## config.mk

```make
export PLATFORM = sky130hd
export DESIGN_NAME = trtd_div
export DESIGN_NICKNAME = d
export VERILOG_FILES = /design/src/design/trtd_pkg.sv /design/src/design/trtd_div.sv
export SDC_FILE = /design/constraint.sdc
export NUM_CORES = 1
export LEC_CHECK = 0
export BUFFER_PORTS_ARGS = -buffer_cell sky130_fd_sc_hd__buf_4
export CAP_MARGIN = 15
export CORE_UTILIZATION = 40
export DETAILED_ROUTE_END_ITERATION = 7
export GPL_ROUTABILITY_DRIVEN = 0
export SLEW_MARGIN = 10
export SYNTH_ARGS = -nofsm -noshare
export SYNTH_HDL_FRONTEND = slang
export SYNTH_SLANG_ARGS = --single-unit
```

## constraint.sdc

```tcl
create_clock -name clk -period 4.03 [get_ports clk]
set_input_delay 0.2015 -clock clk [delete_from_list [all_inputs] [get_ports clk]]
set_output_delay 0.2015 -clock clk [all_outputs]
set_load 0.01 [all_outputs]
```

## src/design/trtd_pkg.sv

```systemverilog
// Package for the triangle tile rasterizer with depth test.
// Holds the item types, the divider request and response types and shared codes.
// No dependencies.
package trtd_pkg;

    localparam int MAX_DIM_DEF   = 512;
    localparam int TILE_SIZE_DEF = 8;

    // Shared divider: numerator and denominator widths.
    localparam int DIV_NW = 58;
    localparam int DIV_DW = 42;

    localparam logic [23:0] DEPTH_MAX  = 24'hFFFFFF;
    localparam logic [16:0] WEIGHT_ONE = 17'h10000;

    // Command codes.
    localparam logic CMD_CLEAR  = 1'b0;
    localparam logic CMD_RASTER = 1'b1;

    // Configuration register indexes.
    localparam logic REG_FRAME_WIDTH  = 1'b0;
    localparam logic REG_FRAME_HEIGHT = 1'b1;

    typedef struct packed {
        logic               cmd;
        logic signed [15:0] vert0_x;
        logic signed [15:0] vert0_y;
        logic [23:0]        vert0_w;
        logic signed [15:0] vert1_x;
        logic signed [15:0] vert1_y;
        logic [23:0]        vert1_w;
        logic signed [15:0] vert2_x;
        logic signed [15:0] vert2_y;
        logic [23:0]        vert2_w;
        logic [5:0]         tile_col;
        logic [5:0]         tile_row;
    } trtd_in_t;

    typedef struct packed {
        logic [8:0]  pixel_x;
        logic [8:0]  pixel_y;
        logic [23:0] depth;
        logic [16:0] weight0;
        logic [16:0] weight1;
        logic [16:0] weight2;
        logic        last_fragment;
    } trtd_out_t;

    typedef struct packed {
        logic              start;
        logic [DIV_NW-1:0] num;
        logic [DIV_DW-1:0] den;
    } trtd_div_req_t;

    typedef struct packed {
        logic              done;
        logic [DIV_NW-1:0] quo;
    } trtd_div_rsp_t;

endpackage

```

## src/design/trtd_div.sv

```systemverilog
// Shared restoring divider, one quotient bit per cycle.
// Depends on trtd_pkg for widths and the request and response types.
module trtd_div import trtd_pkg::*;
(
    input  logic          clk,
    input  logic          rst_n,
    input  trtd_div_req_t req,
    output trtd_div_rsp_t rsp
);

    localparam int CNTW = $clog2(DIV_NW);
    localparam logic [CNTW-1:0] LAST_CNT = CNTW'(DIV_NW - 1);

    logic              busy_reg;
    logic              done_reg;
    logic [CNTW-1:0]   cnt_reg;
    logic [DIV_DW-1:0] rem_reg;
    logic [DIV_DW-1:0] den_reg;
    logic [DIV_NW-1:0] quo_reg;

    logic [DIV_DW:0]   trial;
    logic [DIV_DW:0]   diff;
    logic              fits;
    logic [DIV_DW-1:0] rem_next;

    always_comb
    begin
        trial    = {rem_reg, quo_reg[DIV_NW-1]};
        diff     = trial - {1'b0, den_reg};
        fits     = trial >= {1'b0, den_reg};
        rem_next = fits ? diff[DIV_DW-1:0] : trial[DIV_DW-1:0];
    end

    always_ff @(posedge clk or negedge rst_n)
    begin
        if (!rst_n)
        begin
            busy_reg <= 1'b0;
            done_reg <= 1'b0;
            cnt_reg  <= '0;
        end
        else
        begin
            done_reg <= 1'b0;
            if (req.start)
            begin
                busy_reg <= 1'b1;
                cnt_reg  <= '0;
                rem_reg  <= '0;
                den_reg  <= req.den;
                quo_reg  <= req.num;
            end
            else if (busy_reg)
            begin
                rem_reg <= rem_next;
                quo_reg <= {quo_reg[DIV_NW-2:0], fits};
                cnt_reg <= cnt_reg + 1'b1;
                if (cnt_reg == LAST_CNT)
                begin
                    busy_reg <= 1'b0;
                    done_reg <= 1'b1;
                end
            end
        end
    end

    assign rsp.done = done_reg;
    assign rsp.quo  = quo_reg;

    // A new division never starts on top of one in flight.
    a_start_idle: assert property (@(posedge clk) disable iff (!rst_n)
        req.start |-> !busy_reg)
        else $error("divider started while busy");

    // Completion is flagged only once the unit has stopped iterating.
    a_done_idle: assert property (@(posedge clk) disable iff (!rst_n)
        done_reg |-> !busy_reg)
        else $error("divider done while still busy");

endmodule

```

==> results.ini, run 1 <==
[run_status]
status=completed

[timing]
worst_pin_slew_ns=1.038
slew_viol_final=0
slew_headroom=0.3080
finalSetupViolations=0
setup_tns_ns=0
fin_skew_ns=0.01632
hold_violations=0
fin_crit_sh=0.8859
layout_setup_ws_ns=0.4599
holdWs_ns=0.05524
fmax_ghz=0.2801
rsz0062_at_grt=no
finalCriticalPeriod_ns=3.570

[global_routing]
grt_pass1_vias=6721
grt_start_max_net_pins=91
grt_pass1_wl_um=33690
grt_overflow_total=0
antenna_found_initial=0
grt_usage=0.1914

[cells_and_area]
fillCellCount=2014
areaGrowthSynthToFinish_pct=27.69
num_antenna_cells=0
stdcell_area_mm2=0.01133
ff_latch_area_mm2=0.004466
drive_above_1_share=0.2793
nets=1134
largest_reg_flops=58
multi_input_area_mm2=0.004019

[power]
vdd.ir_drop.worst_v=0.0002529
total_power_uw=5078
power.density_mw_per_mm2=448.1
p_leak_uw=0.004795

[critical_path]
path_buf_inv=2
rrSetupSlack_ns=0.46
end_kind=register
arrival_ns=3.81
worstSetupStartpoint=quo_reg[57]
r2r_start=quo_reg[57]
startpoint_type=register
path_class=reg2reg
crit_family=compound AO/OA/AOI/OAI gates
crit_path_max_fanout=5
worstPathRequired_ns=4.27
cpMaxStageDelayCell=edfxtp_1
critPathMaxStageDelay_ns=0.42
cp_cell_sequence=inv_1 -> ha_1 -> inv_1 -> fa_1 -> a21o_1 -> a221oi_2 -> o211ai_2 -> a32oi_4 -> o211ai_4 -> a31oi_4 -> o21ai_1 -> a31oi_1 -> xor2_1 -> o41ai_1
crit_path_frequent_cell=inv_1

[route]
vias=6690
routed_wl_um=20900
viasPerCell=5.231
drtIter0Drc=310
drc=0
wire_per_inst_um=16.34
antenna_left=0
first_pass_iters=5

[clock_tree]
cts_buffers=17
numClockSinks=150
clockBufferDepth=2
clk_latency_ns=0.44
clk_pin_slew_ns=0.08
cts_setup_buffers=0
hold_buffers=43
post_cts_resized=0
ctsRootBufferMaster=clkbuf_16
htree_num_levels=4
cts_tree=done

[synth]
postSynthCellCount=797
synth_edf_count=142
synth_area_mm2=0.008876
yosys.area.top_type_share=0.4804
ys.flop_type=edfxtp_1
ys_warn_count=0
ys_types=63
async_flop_share=0.05333
syn_avg_cell_area_um2=11.14
syn_nets=945
ys_seq_area_frac=0.5030
ys_ff_latch=150
synth_area_leaders=edfxtp_1 (48%), mux2_2 (7.6%), ha_1 (6.2%)
yosysTopAreaCell=edfxtp_1

[floorplan]
die_h_um=151.0
num_rows=54
die_x_um=151.0
coreArea_mm2=0.02182
ios=162
die-area_mm2=0.02279
start_util=0.4067

[hold_path]
holdCritStartpoint=req[45]
worstHoldPathType=in2reg

[placement]
placed_area_mm2=0.01033
post-place-ws_ns=0.5186
io_buffer_count=161
place_hpwl_um=14290

[job]
maxCapViolCount=0

per-stage QoR:
stage | utilization | std cells
final | 0.5193 | 1279
after global routing | 0.5193 | 1279
after CTS | 0.5193 | 1279
after detailed placement | 0.4736 | 1204
after global placement | 0.4736 | 1204
after floorplan | - | 797
worst reg2reg max path, cell delays in order, from the launching register on:
cell	delay (ns)
edfxtp_1	0.42
inv_1	0.08
ha_1	0.16
inv_1	0.05
fa_1	0.40
a21o_1	0.22
a221oi_2	0.41
o211ai_2	0.15
a32oi_4	0.35
o211ai_4	0.14
a31oi_4	0.29
o21ai_1	0.14
a31oi_1	0.24
xor2_1	0.09
o41ai_1	0.24
cells in the mapped netlist, types with 4 or more instances:
master    count
mux2i_1      15
o21ai_0      23
a21o_1       32
xnor2_1      21
dfrtp_1       8
xor2_1       20
nand4_1      13
nor2_1       93
and3_1        6
o21ai_1       5
ha_1         44
a211oi_1     37
a31oi_1       5
buf_2         4
o21bai_1      4
a21oi_1      59
buf_4         5
mux2_2       60
nand2_1      27
inv_1        59
nor3_1       10
clkbuf_1     27
edfxtp_1    142
nand3_1      11
nand2b_1      7
path summary, 6_finish.rpt:
path / cells after the start / end
setup / recovery: 14 / rem_reg[38]
hold / removal: 2 / quo_reg[3]
setup reg to reg: 14 / rem_reg[38]
hold reg to reg: 2 / cnt_reg[4]
max in group asynchronous: 2 / busy_reg
min in group asynchronous: 2 / cnt_reg[1]
power breakdown:
group	internal [µW]	total (µW)	switching [µW]
Clock	868	1580	714
Combinational	703	1500	794
Sequential	1900	2000	95.4
placed cells by master (no fill, tap or decap), types with 3 or more instances in the layout:
| cell | n |
|---|---|
| a21o_1 | 32 |
| dfrtp_1 | 7 |
| nand2b_1 | 7 |
| nand3b_1 | 3 |
| buf_4 | 165 |
| clkbuf_16 | 17 |
| nand3_1 | 11 |
| nand2_1 | 27 |
| dlygate4sd3_1 | 43 |
| inv_1 | 59 |
| or3_1 | 3 |
| nor3_1 | 10 |
| o21a_1 | 3 |
| o21ai_1 | 5 |
| o21bai_1 | 4 |
| nor4_1 | 3 |
| a211o_1 | 3 |
| mux2_2 | 60 |
| a31oi_1 | 5 |
| o211ai_1 | 3 |
| mux2i_1 | 15 |
| and3_1 | 6 |
| nand4_1 | 13 |
| xor2_1 | 20 |
| a211oi_1 | 37 |
| ha_1 | 44 |
| edfxtp_1 | 142 |
| a21oi_1 | 59 |
| inv_6 | 6 |
| nor2_1 | 93 |
| xnor2_1 | 21 |
| or2_2 | 3 |
| o21ai_0 | 23 |
area by class of cell:
cell class / instances / area share
flip-flops and latches: 150 / 0.3940
multi-input cells: 548 / 0.3546
repair buffers: 210 / 0.1508
clock buffers: 18 / 0.03787
well taps: 280 / 0.03091
inverters: 59 / 0.01954
clock inverters: 14 / 0.01225
kinds of logic after synthesis:
logic type	synth area share
fa+ha+maj	0.06428
xor+xnor	0.04046
buf+inv	0.04624
simple gates	0.1015
compound gates	0.1515
mux	0.09304
flops	0.5030
per-layer routing:
layer	GRT usage	vias to the layer above	routed length, µm
met3	0.06084	13	1447
met2	0.3050	181	9534
met4	0.06000	0	184
met5	0	-	0
met1	0.2462	3172	9730
li1	-	3324	-
No activity file was read; power rests on OpenSTA's default activity.
==> run 2: changes to the inputs <==
Settings changed: CORE_MARGIN set to 3, CORE_UTILIZATION 40 to 39.
==> results.ini, run 2 (same netlist as run 1, synthesis figures left out) <==
[cells_and_area]
layout_common_cells=buf_4 (168), edfxtp_1 (142), nor2_1 (93), mux2_2 (60)
fillCellCount=1997
drive_above_1_share=0.2814
nets=1137
final_common_cell=buf_4
ff_latch_area_mm2=0.004466
areaGrowthSynthToFinish_pct=28.53
multi_input_area_mm2=0.004019
stdcell_area_mm2=0.01141
stdcell_count=1282
largest_reg_flops=58
num_antenna_cells=0

[timing]
fin_skew_ns=0.01821
finalSetupViolations=0
hold_violations=0
setup_tns_ns=0
finalCriticalPeriod_ns=3.527
slew_headroom=0.4003
fin_crit_sh=0.8751
rsz0062_at_grt=no
slew_viol_final=0
fmax_ghz=0.2836
worst_pin_slew_ns=0.8996

[power]
power.density_mw_per_mm2=454.2
vdd.ir_drop.worst_v=0.0002237
total_power_uw=5182
p_leak_uw=0.004833

[critical_path]
end_kind=register
cpMaxStageDelayCell=edfxtp_1
arrival_ns=3.75
startpoint_type=register
crit_path_max_fanout=5
r2r.worst_path.cells=14
crit_path_frequent_cell=inv_1
path_class=reg2reg
cp_cell_sequence=inv_1 -> ha_1 -> inv_1 -> fa_1 -> a21o_1 -> a221oi_2 -> o211ai_2 -> a32oi_4 -> o211ai_4 -> a31oi_4 -> o21ai_1 -> a31oi_1 -> xor2_1 -> o41ai_1
critPathMaxStageDelay_ns=0.42
worstPathRequired_ns=4.25

[floorplan]
ios=162
die-area_mm2=0.02461
start_util=0.4017
die_x_um=156.9
coreArea_mm2=0.02209
die_h_um=156.9
num_rows=54

[global_routing]
grt_pass1_wl_um=34910
antenna_found_initial=0
grt_start_max_net_pins=91
grt_pass1_vias=6713
grt_usage=0.1779
grt_overflow_total=0

[placement]
placed_area_mm2=0.01034
io_buffer_count=161
dp_cells=1206
place_hpwl_um=15110

[route]
drc=0
wl_met3_um=1678
vias=6660
first_pass_iters=4
viasPerCell=5.195
wl_met2_um=9572
wire_per_inst_um=16.78
top_layer=met4
routed_wl_um=21510
m1WireLength_um=10070
antenna_left=0
drtIter0Drc=328

[clock_tree]
clk_latency_ns=0.43
clockBufferDepth=2
clk_pin_slew_ns=0.08
numClockSinks=150
cts_buffers=17
htree_num_levels=4
cts_tree=done
ctsRootBufferMaster=clkbuf_16

[hold_path]
worstHoldPathType=in2reg
whs_path_depth=2

[run_status]
status=completed

[job]
maxCapViolCount=0

-- run 2: repair_timing --
action                    CTS  global route
buffers inserted            0             0
resized for setup           0             0
hold buffers               43             0
hold endpoints to repair   49             0
-- run 2: routing by layer --
metal  vias up  track usage
met5         -            0
met4         0      0.04127
met3        11      0.06637
met2       175       0.2698
met1      3132       0.2432
li1       3342            -
-- run 2: worst max-delay path, delay by kind of cell (launching register included) --
family	cells	cell delay, ns
AO/OA/AOI/OAI	9	2.11
adder cells (fa/ha/maj)	2	0.55
flip-flops	1	0.42
buffers and inverters	2	0.14
XOR/XNOR	1	0.10
-- run 2: final timing paths --
path | startpoint | slack [ns] | end
setup / recovery | quo_reg[57] | 0.50 | rem_reg[38]
hold / removal | req[71] | 0.06 | quo_reg[29]
setup reg to reg | quo_reg[57] | 0.50 | rem_reg[38]
hold reg to reg | cnt_reg[4] | 0.56 | cnt_reg[4]
max in group asynchronous | rst_n | 3.05 | done_reg
min in group asynchronous | rst_n | 0.18 | cnt_reg[2]
-- run 2: where the power goes --
| group | internal, µW | switching [µW] |
|---|---|---|
| clock | 947 | 733 |
| sequential | 1900 | 97.4 |
| combinational | 708 | 793 |
-- run 2: metrics by stage --
stage               utilization  worst slack (ns)  hold slack, ns
CTS                      0.5151            0.5702         0.04531
floorplan                     -           0.03331        -0.09409
finish                   0.5164            0.5035         0.06260
detailed placement       0.4679            0.5643         0.07797
global placement         0.4679            0.6775         0.07775
global route             0.5164            0.2942         0.04273
-- run 2: final cells by class --
cell class                      instances  share of cell area
Sequential cell                       150              0.3914
Multi-Input combinational cell        548              0.3523
Timing Repair Buffer                  213              0.1524
Clock buffer                           18             0.03762
Tap cell                              280             0.03071
Inverter                               59             0.01941
Clock inverter                         14             0.01612
==> run 3: changes to the inputs <==
Settings changed: GPL_TIMING_DRIVEN set to 0.
==> results.ini, run 3 (same netlist as run 1, synthesis figures left out) <==
[hold_path]
holdCritStartpoint=req[69]
worstHoldEndpoint=quo_reg[27]
worstHoldPathType=in2reg
whs_path_depth=2

[cells_and_area]
num_antenna_cells=0
fillCellCount=1969
largest_reg_flops=58
final_common_cell=buf_4
drive_above_1_share=0.2763
nets=1170
finish.utilization=0.5234
areaGrowthSynthToFinish_pct=30.28
layout_common_cells=buf_4 (165), edfxtp_1 (142), nor2_1 (93), mux2_2 (60)

[power]
pwr-share-comb=0.296
power.density_mw_per_mm2=453.1
p_clk_frac=0.321
p_leak_uw=0.004891
vdd.ir_drop.worst_v=0.0002328
p_int_uw=3566
p_sw_uw=1674
sequentialPowerShare=0.382
switching_share=0.3194

[critical_path]
path_class=reg2reg
arrival_ns=4.02
crit_path_frequent_cell=inv_1
cp_cell_sequence=inv_1 -> ha_1 -> inv_1 -> fa_1 -> a21o_1 -> a221oi_4 -> o211ai_2 -> a32oi_4 -> o211ai_4 -> a31oi_4 -> o21ai_1 -> a31oi_2 -> xor2_1 -> o41ai_1
r2r_start=quo_reg[57]
end_kind=register
r2r.worst_path.cells=14
crit_family=compound AO/OA/AOI/OAI gates
startpoint_type=register
cpMaxStageDelayCell=edfxtp_1
timing.rr.end=rem_reg[38]
path_buf_inv=2
critPathMaxStageDelay_ns=0.47
worstPathRequired_ns=4.27
crit_path_max_fanout=5
rrSetupSlack_ns=0.24

[placement]
place_hpwl_um=17030
io_buffer_count=160

[route]
first_pass_iters=6
routed_wl_um=23460
antenna_left=0
vias=6950
wire_per_inst_um=17.84
drc=0
viasPerCell=5.285
drtIter0Drc=316

[global_routing]
grt_pass1_vias=7094
grt_pass1_wl_um=37690
grt_start_max_net_pins=53
grt_usage=0.1955
antenna_found_initial=0
grt_overflow_total=0

[timing]
fmax_ghz=0.2642
slew_headroom=0.4769
holdWs_ns=0.05427
worst_pin_slew_ns=0.7847
slew_viol_final=0
setup_tns_ns=0
hold_violations=0
fin_crit_sh=0.9394
finalSetupViolations=0
rsz0062_at_grt=no
fin_skew_ns=0.01661
finalCriticalPeriod_ns=3.786

[floorplan]
ios=162
coreArea_mm2=0.02209
num_rows=54
start_util=0.4017
die_h_um=156.9
die-area_mm2=0.02461
die_x_um=156.9

[clock_tree]
cts_buffers=17
clk_pin_slew_ns=0.08
cts_setup_buffers=0
numClockSinks=150
htree_num_levels=4
cts_tree=done
ctsRootBufferMaster=clkbuf_16
clockBufferDepth=2
clk_latency_ns=0.44

[run_status]
status=completed

[job]
maxCapViolCount=0

==> run 3: cell count changes in the layout (fill, tap and decap cells not counted), moves of 2 or more <==
cell      previous run  this run
buf_6                0         2
buf_2                0         4
a31oi_2              0         2
buf_4              168       165
clkbuf_1             1        27
buf_1                0         2
==> run 3: per-stage QoR <==
step	setup slack (ns)	total power (µW)	cells	area [µm²]
after floorplan	0.03331	3094	797	8876
after global placement	-1.677	3520	1237	10430
after detailed placement	0.1904	3539	1240	10500
after CTS	0.1429	5274	1315	11550
after global routing	0.02685	5539	1315	11560
final	0.2443	5240	1315	11560
==> run 3: repair_timing <==
action,4_1_cts,5_1_grt
hold buffers,43,0
setup endpoints to repair,0,1
hold endpoints to repair,50,0
resized for setup,0,2
==> run 3: power groups by stage <==
stage	Sequential [µW]	Combinational [µW]	Clock, µW
floorplan	2020	1070	0
global placement	2040	1490	0
detailed placement	2030	1510	0
CTS	2000	1550	1720
global route	2020	1730	1780
finish	2000	1550	1680
==> run 3: worst max path at each step <==
stage / start / end / slack, ns / cells past startpoint
after detailed placement: quo_reg[57] / rem_reg[38] / 0.19 / 14
after global placement: busy_reg / quo_reg[28] / -1.68 / 4
after CTS: quo_reg[57] / rem_reg[38] / 0.14 / 14
after global routing: quo_reg[57] / rem_reg[38] / 0.03 / 14
final: quo_reg[57] / rem_reg[38] / 0.24 / 14
after floorplan: busy_reg / quo_reg[0] / 0.03 / 4
==> run 3: layout make-up <==
class	instances	area (µm²)	area share
Clock inverter	15	186.4	0.01612
Inverter	59	221.5	0.01915
Sequential cell	150	4464	0.3861
Tap cell	280	350.3	0.03030
Buffer	40	188.9	0.01634
Multi-Input combinational cell	548	4028	0.3483
Timing Repair Buffer	206	1699	0.1469
Clock buffer	17	425.4	0.03679
==> run 3: layer usage <==
layer | share of wire | GRT usage
met3 | 0.086 | 0.07080
met4 | 0.016 | 0.05461
met2 | 0.45 | 0.3078
met1 | 0.44 | 0.2549
met5 | 0 | 0
==> run 3: worst reg2reg max path, cell delays in order, from the launching register on <==
cell	delay, ns
edfxtp_1	0.47
inv_1	0.09
ha_1	0.17
inv_1	0.06
fa_1	0.40
a21o_1	0.24
a221oi_4	0.36
o211ai_2	0.14
a32oi_4	0.39
o211ai_4	0.16
a31oi_4	0.30
o21ai_1	0.18
a31oi_2	0.29
xor2_1	0.10
o41ai_1	0.25
